## src/bed_pkg.sv

```systemverilog
package bed_pkg;

  localparam int unsigned ByteW   = 8;
  localparam int unsigned DigitW  = 4;
  localparam int unsigned MaxRes  = 3;
  localparam int unsigned CntW    = 2;

  localparam logic [ByteW-1:0] ChrBslash = 8'h5c;
  localparam logic [ByteW-1:0] ChrN      = 8'h6e;
  localparam logic [ByteW-1:0] ChrR      = 8'h72;
  localparam logic [ByteW-1:0] ChrT      = 8'h74;
  localparam logic [ByteW-1:0] ChrV      = 8'h76;
  localparam logic [ByteW-1:0] ChrX      = 8'h78;
  localparam logic [ByteW-1:0] ChrLf     = 8'h0a;
  localparam logic [ByteW-1:0] ChrCr     = 8'h0d;
  localparam logic [ByteW-1:0] ChrTab    = 8'h09;
  localparam logic [ByteW-1:0] ChrVt     = 8'h0b;

  localparam logic OpText = 1'b0;
  localparam logic OpEnd  = 1'b1;

  typedef enum logic [3:0] {
    PhPlain = 4'b0001,
    PhSlash = 4'b0010,
    PhX     = 4'b0100,
    PhX1    = 4'b1000
  } phase_e;

  typedef struct packed {
    logic [ByteW-1:0] data;
    logic             byte_valid;
    logic             last;
  } res_t;

  typedef struct packed {
    logic             is_hex;
    logic [DigitW-1:0] value;
  } hex_t;

  function automatic hex_t hex_decode(input logic [ByteW-1:0] c);
    hex_t h;
    h.is_hex = 1'b1;
    h.value  = '0;
    if (c >= 8'h30 && c <= 8'h39) begin
      h.value = DigitW'(c - 8'h30);
    end else if (c >= 8'h61 && c <= 8'h66) begin
      h.value = DigitW'(c - 8'h57);
    end else if (c >= 8'h41 && c <= 8'h46) begin
      h.value = DigitW'(c - 8'h37);
    end else begin
      h.is_hex = 1'b0;
    end
    return h;
  endfunction

endpackage

```

## src/bed_decode.sv

```systemverilog
module bed_decode import bed_pkg::*; (
  input  logic              clk_i,
  input  logic              rst_ni,
  input  logic              advance_i,
  input  logic              escape_enable_i,
  input  logic              op_i,
  input  logic [ByteW-1:0]  in_byte_i,
  output logic [CntW-1:0]   res_cnt_o,
  output res_t              res_o [MaxRes]
);

  phase_e            phase_q, phase_d;
  logic [DigitW-1:0] digit_q, digit_d;
  hex_t              hex;
  logic [CntW-1:0]   k;

  always_comb begin
    hex      = hex_decode(in_byte_i);
    phase_d  = phase_q;
    digit_d  = digit_q;
    k        = '0;
    for (int i = 0; i < MaxRes; i++) begin
      res_o[i] = '{data: '0, byte_valid: 1'b0, last: 1'b0};
    end

    if (op_i == OpEnd) begin
      unique case (phase_q)
        PhSlash: begin
          res_o[0] = '{data: ChrBslash, byte_valid: 1'b1, last: 1'b1};
          k = 2'd1;
        end
        PhX: begin
          res_o[0] = '{data: ChrBslash, byte_valid: 1'b1, last: 1'b0};
          res_o[1] = '{data: ChrX, byte_valid: 1'b1, last: 1'b1};
          k = 2'd2;
        end
        PhX1: begin
          res_o[0] = '{data: {{(ByteW-DigitW){1'b0}}, digit_q}, byte_valid: 1'b1, last: 1'b1};
          k = 2'd1;
        end
        default: begin
          res_o[0] = '{data: '0, byte_valid: 1'b0, last: 1'b1};
          k = 2'd1;
        end
      endcase
      phase_d = PhPlain;
      digit_d = '0;
    end else begin
      unique case (phase_q)
        PhSlash: begin
          phase_d = PhPlain;
          k = 2'd1;
          unique case (in_byte_i)
            ChrN:      res_o[0] = '{data: ChrLf, byte_valid: 1'b1, last: 1'b0};
            ChrR:      res_o[0] = '{data: ChrCr, byte_valid: 1'b1, last: 1'b0};
            ChrT:      res_o[0] = '{data: ChrTab, byte_valid: 1'b1, last: 1'b0};
            ChrV:      res_o[0] = '{data: ChrVt, byte_valid: 1'b1, last: 1'b0};
            ChrBslash: res_o[0] = '{data: ChrBslash, byte_valid: 1'b1, last: 1'b0};
            ChrX: begin
              phase_d = PhX;
              k = 2'd0;
            end
            default: begin
              res_o[0] = '{data: ChrBslash, byte_valid: 1'b1, last: 1'b0};
              res_o[1] = '{data: in_byte_i, byte_valid: 1'b1, last: 1'b0};
              k = 2'd2;
            end
          endcase
        end
        PhX: begin
          if (hex.is_hex) begin
            digit_d = hex.value;
            phase_d = PhX1;
          end else begin
            res_o[0] = '{data: ChrBslash, byte_valid: 1'b1, last: 1'b0};
            res_o[1] = '{data: ChrX, byte_valid: 1'b1, last: 1'b0};
            if (escape_enable_i && in_byte_i == ChrBslash) begin
              phase_d = PhSlash;
              k = 2'd2;
            end else begin
              phase_d = PhPlain;
              res_o[2] = '{data: in_byte_i, byte_valid: 1'b1, last: 1'b0};
              k = 2'd3;
            end
          end
        end
        PhX1: begin
          if (hex.is_hex) begin
            res_o[0] = '{data: {digit_q, hex.value}, byte_valid: 1'b1, last: 1'b0};
            k = 2'd1;
            phase_d = PhPlain;
          end else begin
            res_o[0] = '{data: {{(ByteW-DigitW){1'b0}}, digit_q}, byte_valid: 1'b1, last: 1'b0};
            if (escape_enable_i && in_byte_i == ChrBslash) begin
              phase_d = PhSlash;
              k = 2'd1;
            end else begin
              phase_d = PhPlain;
              res_o[1] = '{data: in_byte_i, byte_valid: 1'b1, last: 1'b0};
              k = 2'd2;
            end
          end
          digit_d = '0;
        end
        default: begin
          if (escape_enable_i && in_byte_i == ChrBslash) begin
            phase_d = PhSlash;
          end else begin
            phase_d = PhPlain;
            res_o[0] = '{data: in_byte_i, byte_valid: 1'b1, last: 1'b0};
            k = 2'd1;
          end
        end
      endcase
    end
    res_cnt_o = k;
  end

  always_ff @(posedge clk_i or negedge rst_ni) begin
    if (!rst_ni) begin
      phase_q <= PhPlain;
      digit_q <= '0;
    end else if (advance_i) begin
      phase_q <= phase_d;
      digit_q <= digit_d;
    end
  end

endmodule

```

## src/bed_out_buf.sv

```systemverilog
module bed_out_buf import bed_pkg::*; (
  input  logic             clk_i,
  input  logic             rst_ni,
  input  logic             load_i,
  input  logic [CntW-1:0]  res_cnt_i,
  input  res_t             res_i [MaxRes],
  output logic             load_ok_o,
  output logic             m_valid_o,
  input  logic             m_ready_i,
  output res_t             m_res_o
);

  logic [CntW-1:0] rem_q, rem_d;
  res_t            ent_q [MaxRes];
  logic            pop;

  assign m_valid_o = (rem_q != '0);
  assign pop       = m_valid_o && m_ready_i;
  assign load_ok_o = (rem_q == '0) || (rem_q == CntW'(1) && pop);
  assign m_res_o   = ent_q[0];

  always_comb begin
    rem_d = rem_q;
    if (load_i) begin
      rem_d = res_cnt_i;
    end else if (pop) begin
      rem_d = rem_q - CntW'(1);
    end
  end

  always_ff @(posedge clk_i or negedge rst_ni) begin
    if (!rst_ni) begin
      rem_q <= '0;
    end else begin
      rem_q <= rem_d;
    end
  end

  always_ff @(posedge clk_i) begin
    if (load_i) begin
      ent_q <= res_i;
    end else if (pop) begin
      for (int i = 0; i < MaxRes - 1; i++) begin
        ent_q[i] <= ent_q[i+1];
      end
    end
  end

endmodule

```

## src/backslash_escape_decoder_unit.sv

```systemverilog
// path: a byte passes through the input register and then the result buffer to the output
// throughput: one input transaction per cycle while the result buffer can take it; an item
//   that yields two or three bytes holds the input while the result buffer drains
// reset: asynchronous active low; escapes disabled, plain-text phase, buffers empty
module backslash_escape_decoder_unit import bed_pkg::*; (
  input  logic             clk_i,
  input  logic             rst_ni,
  input  logic             cfg_valid_i,
  output logic             cfg_ready_o,
  input  logic             cfg_data_i,      // escape_enable
  input  logic             s_axis_tvalid_i,
  output logic             s_axis_tready_o,
  input  logic [ByteW-1:0] s_axis_tdata_i,  // in_byte
  input  logic             s_axis_tuser_i,  // op
  output logic             m_axis_tvalid_o,
  input  logic             m_axis_tready_i,
  output logic [ByteW-1:0] m_axis_tdata_o,  // out_byte
  output logic             m_axis_tuser_o,  // byte_valid
  output logic             m_axis_tlast_o   // end_of_output
);

  logic             enable_q;
  logic             in_vld_q;
  logic             in_op_q;
  logic [ByteW-1:0] in_byte_q;
  logic             load_ok;
  logic             advance;
  logic [CntW-1:0]  res_cnt;
  res_t             res [MaxRes];
  res_t             m_res;

  assign cfg_ready_o     = 1'b1;
  assign advance         = in_vld_q && load_ok;
  assign s_axis_tready_o = !in_vld_q || advance;

  always_ff @(posedge clk_i or negedge rst_ni) begin
    if (!rst_ni) begin
      enable_q <= 1'b0;
      in_vld_q <= 1'b0;
    end else begin
      if (cfg_valid_i) begin
        enable_q <= cfg_data_i;
      end
      if (s_axis_tready_o) begin
        in_vld_q <= s_axis_tvalid_i;
      end
    end
  end

  always_ff @(posedge clk_i) begin
    if (s_axis_tvalid_i && s_axis_tready_o) begin
      in_op_q   <= s_axis_tuser_i;
      in_byte_q <= s_axis_tdata_i;
    end
  end

  bed_decode u_decode (
    .clk_i           (clk_i),
    .rst_ni          (rst_ni),
    .advance_i       (advance),
    .escape_enable_i (enable_q),
    .op_i            (in_op_q),
    .in_byte_i       (in_byte_q),
    .res_cnt_o       (res_cnt),
    .res_o           (res)
  );

  bed_out_buf u_out_buf (
    .clk_i     (clk_i),
    .rst_ni    (rst_ni),
    .load_i    (advance),
    .res_cnt_i (res_cnt),
    .res_i     (res),
    .load_ok_o (load_ok),
    .m_valid_o (m_axis_tvalid_o),
    .m_ready_i (m_axis_tready_i),
    .m_res_o   (m_res)
  );

  assign m_axis_tdata_o = m_res.data;
  assign m_axis_tuser_o = m_res.byte_valid;
  assign m_axis_tlast_o = m_res.last;

endmodule
```

## config.mk

```make
export PLATFORM = sky130hd
export DESIGN_NAME = backslash_escape_decoder_unit
export DESIGN_NICKNAME = d
export VERILOG_FILES = /design/src/bed_pkg.sv /design/src/bed_decode.sv /design/src/bed_out_buf.sv /design/src/backslash_escape_decoder_unit.sv
export SDC_FILE = /design/constraint.sdc
export NUM_CORES = 1
export LEC_CHECK = 0
export BUFFER_PORTS_ARGS = -buffer_cell sky130_fd_sc_hd__buf_2
export CAP_MARGIN = 5
export CORE_MARGIN = 1
export CORE_UTILIZATION = 35
export CTS_CLUSTER_SIZE = 16
export DETAILED_ROUTE_END_ITERATION = 10
export GPL_ROUTABILITY_DRIVEN = 0
export PLACE_DENSITY = 0.62
export SYNTH_ARGS = -nofsm -noshare
export SYNTH_HDL_FRONTEND = slang
export SYNTH_SLANG_ARGS = --single-unit
```

## constraint.sdc

```tcl
create_clock -name clk_i -period 3.39 [get_ports clk_i]
set_input_delay 0.5085 -clock clk_i [delete_from_list [all_inputs] [get_ports clk_i]]
set_output_delay 0.5085 -clock clk_i [all_outputs]
set_load 0.02 [all_outputs]
```

---- Yosys cells after proc, flatten, opt, wreduce, memory -nomap -nowiden ----
Index checks and enable logic that the tools add are counted.
Widths: inputs -> output; s select.
storage, ports and cells
  register bits after elaboration ......... 51
  word-level logic and storage cells ...... 96
  bits of input ports ..................... 15
  output and inout port bits .............. 13
cells by class
  add/sub/neg operators ................... 4
  mux-type cells .......................... 39
  reductions and logical operators ........ 19
  eq/ne operators ......................... 11
  bitwise gates (word level) .............. 1
  $lt $le $gt $ge ......................... 6
operators with widths
  cell                 count
  $mux 20              3
  $pmux 10 s3          2
  $eq 8x7->1 const B   6
  $pmux 9 s5           1
  $mux 10              4
  $mux 29              1
  $mux 4               7
  $pmux 9 s3           1
  $mux 2               9
  $ge 8x7->1 const B   2
  $le 8x7->1 const B   2
  $pmux 4 s3           1
  $mux 9               1
  $ge 8x6->1 const B   1
  $le 8x6->1 const B   1
  $logic_and 1x1->1    8
  $pmux 4 s2           1
  $sub 4x3->4 const B  2
  $pmux 2 s3           1
  $reduce_or 6->1      1
  $mux 1               5
  $reduce_or 5->1      1
  $eq 4x2->1 const B   1
  $eq 4x3->1 const B   1
  15 further kinds     17

---- Depth between registers and ports, before layout ----
  word-level depth ........................ 9
  gate-level depth with buffers ........... 9

---- Modules after synthesis ----
From an unflattened synthesis, not the netlist that was laid out.
second synthesis, totals
  cell total of the unflattened synthesis .. 271
  area total of the unflattened synthesis .. 3037.9 um^2
modules (own cells, without submodules)
  module                         area each (um^2)  instances  cells each
  bed_out_buf                    1383.8            1          81
  bed_decode                     1272.5            1          172
  backslash_escape_decoder_unit  381.6             1          18

---- Worst setup path after synthesis ----
Ideal clock, no wire load.
  kind .................................... flip-flop to flip-flop
  start point ............................. register in_byte_q[0]
  end point ............................... register u_out_buf.ent_q[15] (netlist name) (data pin)
  arrival ................................. 2.059 ns
  path buffers ............................ 1
  slack ................................... 1.071 ns
  required time ........................... 3.129 ns
  cell stages (with the launch flop) ...... 9
  cells stage by stage .................... edfxtp_1 -> inv_1 -> ha_1 -> nor3b_1 -> a311o_1 -> buf_6 -> a32oi_2 -> nor3_2 -> a221o_1
between the ends
  cells in the longest elaborated chain, start to end .. 9
  elaborated cells between the ends (all ways) .. 27
  those cells by class .................... order compare: 6; eq/ne: 6; mux: 10; reduce/logical: 5
RTL lines
  what                                      line                                 text
  start: declaration                        backslash_escape_decoder_unit.sv:25  logic [ByteW-1:0] in_byte_q;
  start signal: assignment                  backslash_escape_decoder_unit.sv:53  in_byte_q <= s_axis_tdata_i;
  $ge 8x7->1 or $le 8x7->1 (tied branches)  bed_pkg.sv:48                        end else if (c >= 8'h41 && c <= 8'h46) begin
  $logic_and 1x1->1                         bed_pkg.sv:48
  $mux 1                                    bed_pkg.sv:48
  $mux 1                                    bed_pkg.sv:46                        end else if (c >= 8'h61 && c <= 8'h66) begin
  $mux 1                                    bed_pkg.sv:44                        if (c >= 8'h30 && c <= 8'h39) begin
  $mux 10 or $mux 29 (tied branches)        bed_decode.sv:88, bed_decode.sv:71
  $pmux 10 s3 (*)                           bed_decode.sv:49                     unique case (phase_q)
  $mux 20 (*)                               bed_decode.sv:26                     if (op_i == OpEnd) begin
  $mux 20 (*)                               bed_out_buf.sv:40                    if (load_i) begin
  end signal: assignment                    bed_out_buf.sv:41                    ent_q <= res_i;
  end signal: indexed assignment            bed_out_buf.sv:44                    ent_q[i] <= ent_q[i+1];
  end: declaration                          bed_out_buf.sv:14                    res_t ent_q [MaxRes];
Mark *: on every way between the ends. The rest lies on a longest branch, timed or not.
A chain may end at the register's enable or synchronous reset.

---- Final worst setup path ----
  start point ............................. register in_byte_q[0]
  end point ............................... register u_out_buf.ent_q[6] (netlist name) (data pin)
between the ends
  cells in the longest elaborated chain, start to end .. 6
  elaborated cells between the ends (all ways) .. 16
  those cells by class .................... order compare: 6; eq/ne: 1; mux: 4; reduce/logical: 5
RTL lines
  what                                      line
  $ge 8x7->1 or $le 8x7->1 (tied branches)  bed_pkg.sv:48
  $logic_and 1x1->1                         bed_pkg.sv:48
  $mux 1                                    bed_pkg.sv:48
  $mux 1                                    bed_pkg.sv:46
  $mux 1                                    bed_pkg.sv:44
  $reduce_or 3->1 (no source line)          --
Several ways; a longest one is shown, not always the timed one.

==> impl_metrics.tcl <==
set metrics [dict create \
    r2r-end "u_out_buf.ent_q[6]$_SDFFCE_PN0P_" \
    via_per_inst 5.96 \
    yosys.area.top_type_share_pct 39.0 \
    post_cts_resized 0 \
    period_share_pct 82.7 \
    first_global_vias 2135 \
    critPathKind "reg -> reg" \
    p_leak_nw 1.20 \
    status "finished, final reports clean" \
    crit_required_ns 3.57 \
    path_max_fanout 10 \
    core_um2 7890 \
    syn_inst 272 \
    irDropWorstVdd_uv 311 \
    synth_cell_type_count 68 \
    drtPass1Iterations 5 \
    port_buffers 26 \
    post-route-cell-area_um2 3190 \
    wl_per_cell_um 18.1 \
    ioPinCount 28 \
    final_core_utilization_pct 40.4 \
    final_nets 305 \
    tns_ns 0 \
    clock-sinks 50 \
    skew_ns 0.0119 \
    clk_pin_slew_worst_paths_ns 0.10 \
    first_iter_violations 282 \
    synth_common_cells "edfxtp_1, nand2_1, nor2_1, o21ai_0" \
    synth_xor_area_share_pct 0.599 \
    clock_path_buffers 2 \
    rr_startpoint "in_byte_q[0]$_DFFE_PP_" \
    area_growth_pct 8.94 \
    yosys.area_share.adder_pct 2.99 \
    drive_above_1_share_pct 18.3 \
    finalMaxSlewViolations 0 \
    hp-class "in -> async" \
    routed_wirelength_um 6980 \
    async_reset_ff_share_pct 24.0 \
    synth_nets 294 \
    setup-violations-final 0 \
    end_kind "flop" \
    synth_area_leaders "edfxtp_1, dfrtp_1, ha_1" \
    antenna_found_initial 0 \
    chipWidth_um 93.4 \
    rrSetupSlack_ns 0.59 \
    grt_pass1_wl_um 11200 \
    grt_overflow 0 \
    hold_viol_final 0 \
    reg2regPathDepth 7 \
    netlist_area_um2 2930 \
    dp_cells 378 \
    ys_warn_count 0 \
    yosysSeqAreaShare_pct 49.3 \
    synth_mux_area_share_pct 1.50 \
    tightest_slew_ns 0.885 \
    post_dp_cell_area_um2 3070 \
    postRouteAntennaNets 0 \
    fin_cells 386 \
    post-cts-setup-buffers 0 \
    synth-compound-area-share_pct 22.5 \
    initial_core_util_pct 37.1 \
    cts-root-buf "clkbuf_8" \
    fmax_mhz 357 \
    grt_max_degree 25 \
    insertion_delay_ns 0.31 \
    synth_top_area_cell "edfxtp_1" \
    rsz0062_at_grt "false" \
    maxCapViolations 0 \
    synth_top_family_by_area "compound AO/OA/AOI/OAI gates" \
    dieArea_um2 8730 \
    drc_errors 0 \
    synth-seq-cells 50 \
    cts_buffers 5 \
    period_needed_ns 2.80 \
    avgSynthCellArea_um2 10.8 \
    grt_use_total_pct 17.1 \
    synth_most_common_cell "edfxtp_1" \
    dp_hpwl_um 5000 \
    cts_htree_levels 2 \
    p_per_area_nw_per_um2 752 \
    synth_simple_gate_area_share_pct 16.4 \
    synth_ff_type "edfxtp_1" \
    num_vias 2299 \
    antennaDiodeCount 0 \
    synth-edff-count 38 \
    start_kind "flop" \
    cts.hold.buffers_added 0 \
    critPathArrivalTime_ns 2.98 \
    max_slew_margin_pct 40.7 \
    cts_tree "built" \
    crit_start "in_byte_q[0]$_DFFE_PP_" \
    fp.dieH_um 93.4 \
    num_rows 32 \
    power_mw 2.40 \
]
-- area by class of cell --
cell class              instances  area, um2
clock inverters                 3       43.8
well taps                     102        128
flip-flops and latches         50       1440
repair buffers                 31        168
clock buffers                   5       68.8
multi-input cells             183       1290
fillers                       747       4700
inverters                      12       45.0
-- stage by stage --
step                      setup slack, ns  hold WS [ns]
after floorplan                      1.07         0.213
after CTS                           0.623        0.0632
final                               0.587        0.0522
after global routing                0.368        0.0697
after global placement              0.689         0.401
after detailed placement            0.684         0.406
-- sequential cells by signal, indices dropped and copies added, names as in the netlist --
signal	cells
u_out_buf.ent_q	19
in_vld_q	1
in_op_q	1
u_out_buf.rem_q	2
u_decode.phase_q	4
u_out_buf.m_res_o	10
in_byte_q	8
enable_q	1
u_decode.digit_q	4
-- worst max-delay path, stage by stage (launching register included) --
cell and delay, ns:
edfxtp_1 0.52, inv_1 0.25, ha_1 0.23, nor3b_1 0.32, a311o_1 0.44, nand3_1 0.31
nor3_1 0.41, and2_1 0.19
-- power breakdown --
| part | switching, mW | total [mW] | internal [mW] | leakage [nW] |
|---|---|---|---|---|
| Combinational | 0.548 | 0.856 | 0.308 | 0.612 |
| Sequential | 0.142 | 1.10 | 0.962 | 0.528 |
| Clock | 0.215 | 0.437 | 0.222 | 0.0585 |
| Total | 0.904 | 2.40 | 1.49 | 1.20 |
-- logic make-up (layout without fill, tap and decap cells) --
group                    Yosys count  in the layout
flip-flops                        50             50
buffers and inverters             39             51
AO/OA/AOI/OAI                     89             89
XOR/XNOR                           2              2
AND/OR/NAND/NOR                   80             80
adder cells (fa/ha/maj)            7              7
multiplexers                       4              4
other                              1              1
-- cell usage in the layout, fill, tap and decap left out, types with 4 or more instances in the layout --
cell type / Yosys / final
nand2_1: 19 / 19
clkbuf_8: 0 / 5
inv_1: 12 / 12
a22o_1: 8 / 8
a21oi_1: 8 / 8
nor4_1: 4 / 4
edfxtp_1: 38 / 38
o21ai_0: 14 / 14
a31oi_1: 9 / 9
dfrtp_1: 11 / 11
ha_1: 7 / 7
nand3_1: 4 / 4
buf_2: 3 / 26
nand4b_1: 5 / 5
o31ai_1: 4 / 4
buf_4: 9 / 5
and2_1: 7 / 7
o22ai_1: 4 / 4
nand2b_1: 5 / 5
a221o_1: 4 / 4
nor2_1: 14 / 14
-- how the worst max path moves through the flow --
stage	endpoint	depth (start not counted)
6_report	u_out_buf.ent_q[6]$_SDFFCE_PN0P_	7
5_1_grt	u_out_buf.ent_q[9]$_SDFFCE_PN0P_	7
4_1_cts	u_out_buf.ent_q[6]$_SDFFCE_PN0P_	7
3_5_place_dp	u_out_buf.ent_q[6]$_SDFFCE_PN0P_	7
3_3_place_gp	u_out_buf.m_res_o[1]$_DFFE_PP_	5
2_1_floorplan	u_out_buf.ent_q[15]$_DFFE_PP_	8
-- layer usage --
metal,up-vias,track usage (%),part of all wire (%)
li1,1068,-,-
met2,134,25.4,44
met5,-,0,0
met1,1072,24.4,46
met4,0,8.21,3.4
met3,25,2.28,7.1
No activity file was read; power rests on OpenSTA's default activity.
